## config.mk

```make
export PLATFORM = sky130hd
export DESIGN_NAME = audio_rate_feedback_regulator_unit
export DESIGN_NICKNAME = d
export VERILOG_FILES = /design/src/design/arfr_pkg.sv /design/src/design/arfr_core.sv /design/src/design/audio_rate_feedback_regulator_unit.sv
export VERILOG_INCLUDE_DIRS = /design/src /design/src/design
export SDC_FILE = /design/constraint.sdc
export NUM_CORES = 1
export LEC_CHECK = 0
export ABC_AREA = 1
export BUFFER_PORTS_ARGS = -buffer_cell sky130_fd_sc_hd__buf_4
export CORE_UTILIZATION = 65
export DETAILED_ROUTE_END_ITERATION = 8
export GPL_TIMING_DRIVEN = 0
export PLACE_DENSITY = 0.86
export SLEW_MARGIN = 40
export SYNTH_ARGS = -nofsm -noshare
export SYNTH_HDL_FRONTEND = slang
export SYNTH_SLANG_ARGS = --single-unit
```

## constraint.sdc

```tcl
create_clock -name clk -period 16 [get_ports clk]
set_input_delay 2.4 -clock clk [delete_from_list [all_inputs] [get_ports clk]]
set_output_delay 2.4 -clock clk [all_outputs]
set_load 0.005 [all_outputs]
```

## src/design/audio_rate_feedback_regulator_unit_assert.svh

```systemverilog
// ----------------------------------------------------------------------------
// audio rate feedback regulator assertion macros
// wraps concurrent assertions so they can be compiled out
// ----------------------------------------------------------------------------
`ifndef AUDIO_RATE_FEEDBACK_REGULATOR_UNIT_ASSERT_SVH
`define AUDIO_RATE_FEEDBACK_REGULATOR_UNIT_ASSERT_SVH

`ifndef NO_ASSERTIONS

`define ARFR_ASSERT_CLK(lbl, ck, rstn, prop) \
  lbl: assert property (@(posedge ck) disable iff (!(rstn)) prop) \
    else $error("arfr assertion failed");

`define ARFR_ASSERT(lbl, prop) \
  `ARFR_ASSERT_CLK(lbl, clk, rst_n, prop)

`else

`define ARFR_ASSERT_CLK(lbl, ck, rstn, prop)

`define ARFR_ASSERT(lbl, prop)

`endif

`endif

```

## src/design/arfr_pkg.sv

```systemverilog
// ----------------------------------------------------------------------------
// arfr_pkg
// shared types and constants of the audio rate feedback regulator
// ----------------------------------------------------------------------------
package arfr_pkg;

  localparam int unsigned RING_BYTES   = 16384;

  localparam int unsigned NOMINAL_W    = 8;
  localparam int unsigned FILL_W       = 15;
  localparam int unsigned MAXCORR_W    = 16;
  localparam int unsigned INTERVAL_W   = 8;
  localparam int unsigned TIME_W       = 32;
  localparam int unsigned RATE_W       = 24;
  localparam int unsigned CFG_DATA_W   = 16;
  localparam int unsigned CFG_INDEX_W  = 2;
  localparam int unsigned IN_DATA_W    = 48;
  localparam int unsigned OUT_DATA_W   = 24;

  localparam logic [NOMINAL_W-1:0]  NOMINAL_RST  = NOMINAL_W'(48);
  localparam logic [FILL_W-1:0]     TARGET_RST   = FILL_W'(RING_BYTES / 2);
  localparam logic [MAXCORR_W-1:0]  MAXCORR_RST  = MAXCORR_W'(32768);
  localparam logic [INTERVAL_W-1:0] INTERVAL_RST = INTERVAL_W'(4);

  typedef enum logic [CFG_INDEX_W-1:0] {
    REG_NOMINAL  = 2'd0,
    REG_TARGET   = 2'd1,
    REG_MAXCORR  = 2'd2,
    REG_INTERVAL = 2'd3
  } reg_index_t;

  typedef struct packed {
    logic [NOMINAL_W-1:0]  nominal;
    logic [FILL_W-1:0]     target;
    logic [MAXCORR_W-1:0]  max_corr;
    logic [INTERVAL_W-1:0] interval;
  } cfg_t;

  typedef struct packed {
    logic              seeded;
    logic [TIME_W-1:0] last_ms;
    logic [FILL_W-1:0] average;
  } reg_state_t;

endpackage

```

## src/design/arfr_core.sv

```systemverilog
// ----------------------------------------------------------------------------
// arfr_core
// one poll: unseed, seed or update of fill average and clamped rate request
// ----------------------------------------------------------------------------
module arfr_core import arfr_pkg::*; (
  input  cfg_t              cfg,
  input  reg_state_t        cur,
  input  logic              streaming,
  input  logic [TIME_W-1:0] now_ms,
  input  logic [FILL_W-1:0] fill_bytes,
  output reg_state_t        nxt,
  output logic              emit,
  output logic [RATE_W-1:0] rate
);

  logic [TIME_W-1:0]   elapsed;
  logic                due;
  logic signed [15:0]  err;
  logic signed [15:0]  step;
  logic signed [15:0]  avg_sum;
  logic [FILL_W-1:0]   avg_new;
  logic signed [16:0]  dif;
  logic signed [20:0]  delta;
  logic signed [20:0]  limit;
  logic signed [20:0]  corr;
  logic signed [24:0]  rate_sum;
  logic [RATE_W-1:0]   nominal_rate;

  assign nominal_rate = {cfg.nominal, 16'h0000};
  assign elapsed      = now_ms - cur.last_ms;
  assign due          = elapsed >= {{(TIME_W-INTERVAL_W){1'b0}}, cfg.interval};

  // exponential average, 1/8 weight, arithmetic shift
  assign err     = $signed({1'b0, fill_bytes}) - $signed({1'b0, cur.average});
  assign step    = err >>> 3;
  assign avg_sum = $signed({1'b0, cur.average}) + step;
  assign avg_new = avg_sum[FILL_W-1:0];

  assign dif   = $signed({2'b00, cfg.target}) - $signed({2'b00, avg_new});
  assign delta = {dif, 4'b0000};
  assign limit = $signed({5'b00000, cfg.max_corr});

  always_comb begin
    priority if (delta > limit) begin
      corr = limit;
    end else if (delta < -limit) begin
      corr = -limit;
    end else begin
      corr = delta;
    end
  end

  assign rate_sum = $signed({1'b0, nominal_rate}) + {{4{corr[20]}}, corr};

  always_comb begin
    nxt  = cur;
    emit = 1'b0;
    rate = nominal_rate;
    priority if (!streaming) begin
      nxt.seeded = 1'b0;
    end else if (!cur.seeded) begin
      nxt.seeded  = 1'b1;
      nxt.last_ms = now_ms;
      nxt.average = cfg.target;
      emit        = 1'b1;
    end else if (due) begin
      nxt.last_ms = now_ms;
      nxt.average = avg_new;
      emit        = 1'b1;
      rate        = rate_sum[24] ? '0 : rate_sum[RATE_W-1:0];
    end
  end

endmodule

```

## src/design/audio_rate_feedback_regulator_unit.sv

```systemverilog
// an accepted poll passes the input register, then the result register
// one poll per cycle unless the output stalls; average and timestamp update in one pass
// a poll with no result leaves the output side untouched
// reset (rst_n low, synchronous) clears handshake state, seeded flag, timestamp,
// average, and loads the register defaults
// ----------------------------------------------------------------------------
// audio_rate_feedback_regulator_unit
// asynchronous feedback rate regulator for an audio sink, 8.16 output
// ----------------------------------------------------------------------------
`include "audio_rate_feedback_regulator_unit_assert.svh"

module audio_rate_feedback_regulator_unit import arfr_pkg::*; (
  input  logic                   clk,
  input  logic                   rst_n,
  input  logic                   cfg_we,
  input  logic [CFG_INDEX_W-1:0] cfg_index,
  input  logic [CFG_DATA_W-1:0]  cfg_wdata,
  input  logic                   in_tvalid,
  output logic                   in_tready,
  input  logic [IN_DATA_W-1:0]   in_tdata,   // now_ms[31:0], fill_bytes[46:32], zero pad
  input  logic                   in_tuser,   // streaming
  output logic                   out_tvalid,
  input  logic                   out_tready,
  output logic [OUT_DATA_W-1:0]  out_tdata   // feedback_rate[23:0]
);

  cfg_t              cfg_r;
  reg_state_t        st_r;
  reg_state_t        st_nxt;

  logic              s1_valid_r;
  logic              s1_streaming_r;
  logic [TIME_W-1:0] s1_now_r;
  logic [FILL_W-1:0] s1_fill_r;

  logic              out_valid_r;
  logic [RATE_W-1:0] out_rate_r;

  logic              s1_fire;
  logic              in_fire;
  logic              emit;
  logic [RATE_W-1:0] rate;

  assign s1_fire   = s1_valid_r && (!out_valid_r || out_tready);
  assign in_tready = !s1_valid_r || s1_fire;
  assign in_fire   = in_tvalid && in_tready;

  always_ff @(posedge clk) begin
    if (!rst_n) begin
      cfg_r.nominal  <= NOMINAL_RST;
      cfg_r.target   <= TARGET_RST;
      cfg_r.max_corr <= MAXCORR_RST;
      cfg_r.interval <= INTERVAL_RST;
    end else if (cfg_we) begin
      unique case (reg_index_t'(cfg_index))
        REG_NOMINAL:  cfg_r.nominal  <= cfg_wdata[NOMINAL_W-1:0];
        REG_TARGET:   cfg_r.target   <= cfg_wdata[FILL_W-1:0];
        REG_MAXCORR:  cfg_r.max_corr <= cfg_wdata[MAXCORR_W-1:0];
        REG_INTERVAL: cfg_r.interval <= cfg_wdata[INTERVAL_W-1:0];
        default:      cfg_r          <= cfg_r;
      endcase
    end
  end

  // input register
  always_ff @(posedge clk) begin
    if (!rst_n) begin
      s1_valid_r <= 1'b0;
    end else if (in_tready) begin
      s1_valid_r <= in_tvalid;
    end
  end

  always_ff @(posedge clk) begin
    if (in_fire) begin
      s1_streaming_r <= in_tuser;
      s1_now_r       <= in_tdata[TIME_W-1:0];
      s1_fill_r      <= in_tdata[TIME_W+FILL_W-1:TIME_W];
    end
  end

  arfr_core u_core (
    .cfg        (cfg_r),
    .cur        (st_r),
    .streaming  (s1_streaming_r),
    .now_ms     (s1_now_r),
    .fill_bytes (s1_fill_r),
    .nxt        (st_nxt),
    .emit       (emit),
    .rate       (rate)
  );

  always_ff @(posedge clk) begin
    if (!rst_n) begin
      st_r <= '0;
    end else if (s1_fire) begin
      st_r <= st_nxt;
    end
  end

  // result register
  always_ff @(posedge clk) begin
    if (!rst_n) begin
      out_valid_r <= 1'b0;
    end else if (s1_fire) begin
      out_valid_r <= emit;
    end else if (out_tready) begin
      out_valid_r <= 1'b0;
    end
  end

  always_ff @(posedge clk) begin
    if (s1_fire && emit) begin
      out_rate_r <= rate;
    end
  end

  assign out_tvalid = out_valid_r;
  assign out_tdata  = out_rate_r;

  `ARFR_ASSERT(a_out_from_pass, $rose(out_valid_r) |-> $past(s1_fire))
  `ARFR_ASSERT(a_seed_drop, ($fell(st_r.seeded) && $past(rst_n)) |->
    $past(s1_fire && !s1_streaming_r))
  `ARFR_ASSERT(a_time_only_on_pass, (!$stable(st_r.last_ms) && $past(rst_n)) |-> $past(s1_fire))
  `ARFR_ASSERT(a_no_overrun, (out_valid_r && !out_tready) |-> !s1_fire)

endmodule
```

==> reports/results.ini <==
[status]
outcome = finished with violations
violations = design-rule violations

[floorplanning]
die_w_um = 138
rows = 49
io_pins = 98
die_area_mm2 = 0.0192
fp.dieH_um = 138
core_mm2 = 0.0181
start_util_pct = 66.9

[global_route]
busiest_layer = met2
use_met1_pct = 42.4
use_met2_pct = 62.1
grt_pass1_wl_um = 52900
overflow = 0
grt_max_degree = 46
grt_pass1_vias = 10966
grt.total_usage_pct = 34.9
antenna_found_initial = 0
use_met3_pct = 4.26

[cells_and_area]
nets = 1968
area_growth_pct = 13.5
fillers = 1371
seq_area_mm2 = 0.00410
final_common_cell = nand2_1
layout_common_cells = nand2_1, inv_1, nor2_1
multi_input_area_mm2 = 0.00693
drive_above_1_share_pct = 11.0
antenna_cells = 0
final_cell_area_mm2 = 0.0137

[sta]
rsz0062_at_grt = false
finalHoldViolations = 0
fmax_mhz = 107
finalCritPeriodShare_pct = 58.6
hold_ws_ns = 0.470
fin_setup_tns_ns = 0
slew_viol_final = 0
worst_slack_ns = 6.63
timing.final.crit_period_ns = 9.37
tightest_slew_ns = 0.611
fin_skew_ns = 0.0177
setup-violations-final = 0
slew-limit-headroom_pct = 59.3

[clock_network]
cts_tree = yes
clockBufferDepth = 2
postCtsSetupRepairBufs = 0
cts_htree_levels = 4
cts-resized-gates = 0
worstSkewPairLatency_ns = 0.45
ctsHoldBuffers = 0
cts_made_buffers = 17
cts-root-buf = clkbuf_16
cts.sinks = 169
path_clk_slew_ns = 0.08

[routing]
drt_pre_antenna_iters = 7
wl_per_cell_um = 16.4
ant_nets = 0
viasPerCell = 5.71
drc = 18
vias = 11536
routed_wl_um = 33100
drtIter0Drc = 1006

[flow_run]
maxCapViolCount = 0

[critical_path]
cp_slowest_cell = fa_1
cpMostUsedCell = nand2_1
max_stage_delay_ns = 0.42
r2r_end = out_tdata[12]
r2r_slack_ns = 6.63
required_ns = 16.19
startpoint_type = register
cp_data_arrival_time_ns = 9.57
cp_max_fo = 10
rr_startpoint = st_r[2]
crit_type = register to register
cp-end-kind = register
rr_worst_depth = 61

[yosys]
syn_area_mm2 = 0.0121
synthAdderAreaFrac_pct = 12.5
ys_warn_count = 0
synthMuxAreaShare_pct = 0
synthSimpleGateAreaFrac_pct = 26.9
synth_compound_area_share_pct = 12.8
async_flop_share_pct = 0
synth_cell_types = 53
ys.flop_type = dfxtp_1
synth_area_leaders = edfxtp_1, dfxtp_1, ha_1
synth_fp_nets = 1853
synth-seq-cells = 169
avgSynthCellArea_um2 = 7.27
synth_top_family_by_area = simple AND/OR/NAND/NOR gates
synthCells = 1663
seq_area_frac_synth_pct = 33.9
synth_largest_area_cell = edfxtp_1
synth_edf_count = 72
synthXorXnorAreaFrac_pct = 5.14
synth_top_area_share_pct = 17.9

[min_path]
min_path_cells = 2
hold_path.class = register to register
hp-start = cfg_r[3]
min_to = cfg_r[3]

[placed_design]
io_buffers = 95
hpwl_um = 25900
placed_cell_area_mm2 = 0.0131
dp_slack_ns = 6.79
place_congestion = 0.964

[pwr]
p_per_area_mw_per_mm2 = 120
peakVddDrop_v = 0.0000825
p_leak_nw = 6.69

-- flip-flops by register name (all words and copies together), names as in the netlist --
signal,count
st_r,48
s1_now_r,32
cfg_r,47
out_tdata,24
out_tvalid,1
s1_valid_r,1
s1_fill_r,15
s1_streaming_r,1
-- report_power, final --
group / total, W / switching, W / leakage [nW] / internal [W]
registers: 0.000486 / 0.0000131 / 1.48 / 0.000473
logic: 0.000730 / 0.000478 / 4.92 / 0.000252
clock network: 0.000425 / 0.000202 / 0.285 / 0.000223
-- cell type report --
cell class | count | share of cell area (%)
clock inverter | 15 | 1.30
buffer | 37 | 1.31
timing repair buffer | 96 | 5.34
sequential | 169 | 29.9
tap | 229 | 2.09
clock buffer | 17 | 3.10
multi-input combinational | 1222 | 50.5
inverter | 235 | 6.45
-- logic make-up (layout without fill, tap and decap cells) --
group / count (synthesis) / count (layout)
xor+xnor: 71 / 71
simple gates: 754 / 754
flops: 169 / 169
fa+ha+maj: 118 / 118
compound gates: 279 / 279
buf+inv: 272 / 400
-- through the flow --
step,utilization (%),total power [W],instances
global placement,72.4,0.00118,1987
detailed placement,72.5,0.00120,1988
finish,75.9,0.00164,2020
global route,75.9,0.00174,2020
CTS,75.9,0.00163,2020
floorplan,-,0.00101,1663
-- worst max-delay path: cells and delay by family (launching register included) --
family	cells	cell delay, ns
fa+ha+maj	6	1.98
xor+xnor	3	0.48
flops	1	0.35
simple gates	27	2.68
compound gates	13	2.47
buf+inv	12	1.12
-- how the worst max path moves through the flow --
stage                                to    start  slack (ns)
after CTS                 out_tdata[12]  st_r[2]        6.76
after floorplan           out_tdata[12]  st_r[2]        8.19
after detailed placement  out_tdata[12]  st_r[2]        6.79
final                     out_tdata[12]  st_r[2]        6.63
after global placement    out_tdata[13]  st_r[2]        7.14
after global routing      out_tdata[12]  st_r[2]        5.79
-- cell usage after synthesis (19+ instances only) --
| master | n |
|---|---|
| nand4_1 | 29 |
| a21oi_1 | 119 |
| inv_1 | 227 |
| nand3_1 | 59 |
| dfxtp_1 | 97 |
| edfxtp_1 | 72 |
| ha_1 | 114 |
| xnor2_1 | 23 |
| o21ai_0 | 99 |
| clkbuf_1 | 19 |
| nand2_1 | 370 |
| xor2_1 | 48 |
| nor2_1 | 222 |
-- routing by layer --
layer / vias up / part of all wire [%]
met2: 484 / 49
met5: - / 0
met4: 0 / 3.3
met3: 73 / 6.6
li1: 5681 / -
met1: 5298 / 42
Note: power is estimated with default switching activity, not from simulation.
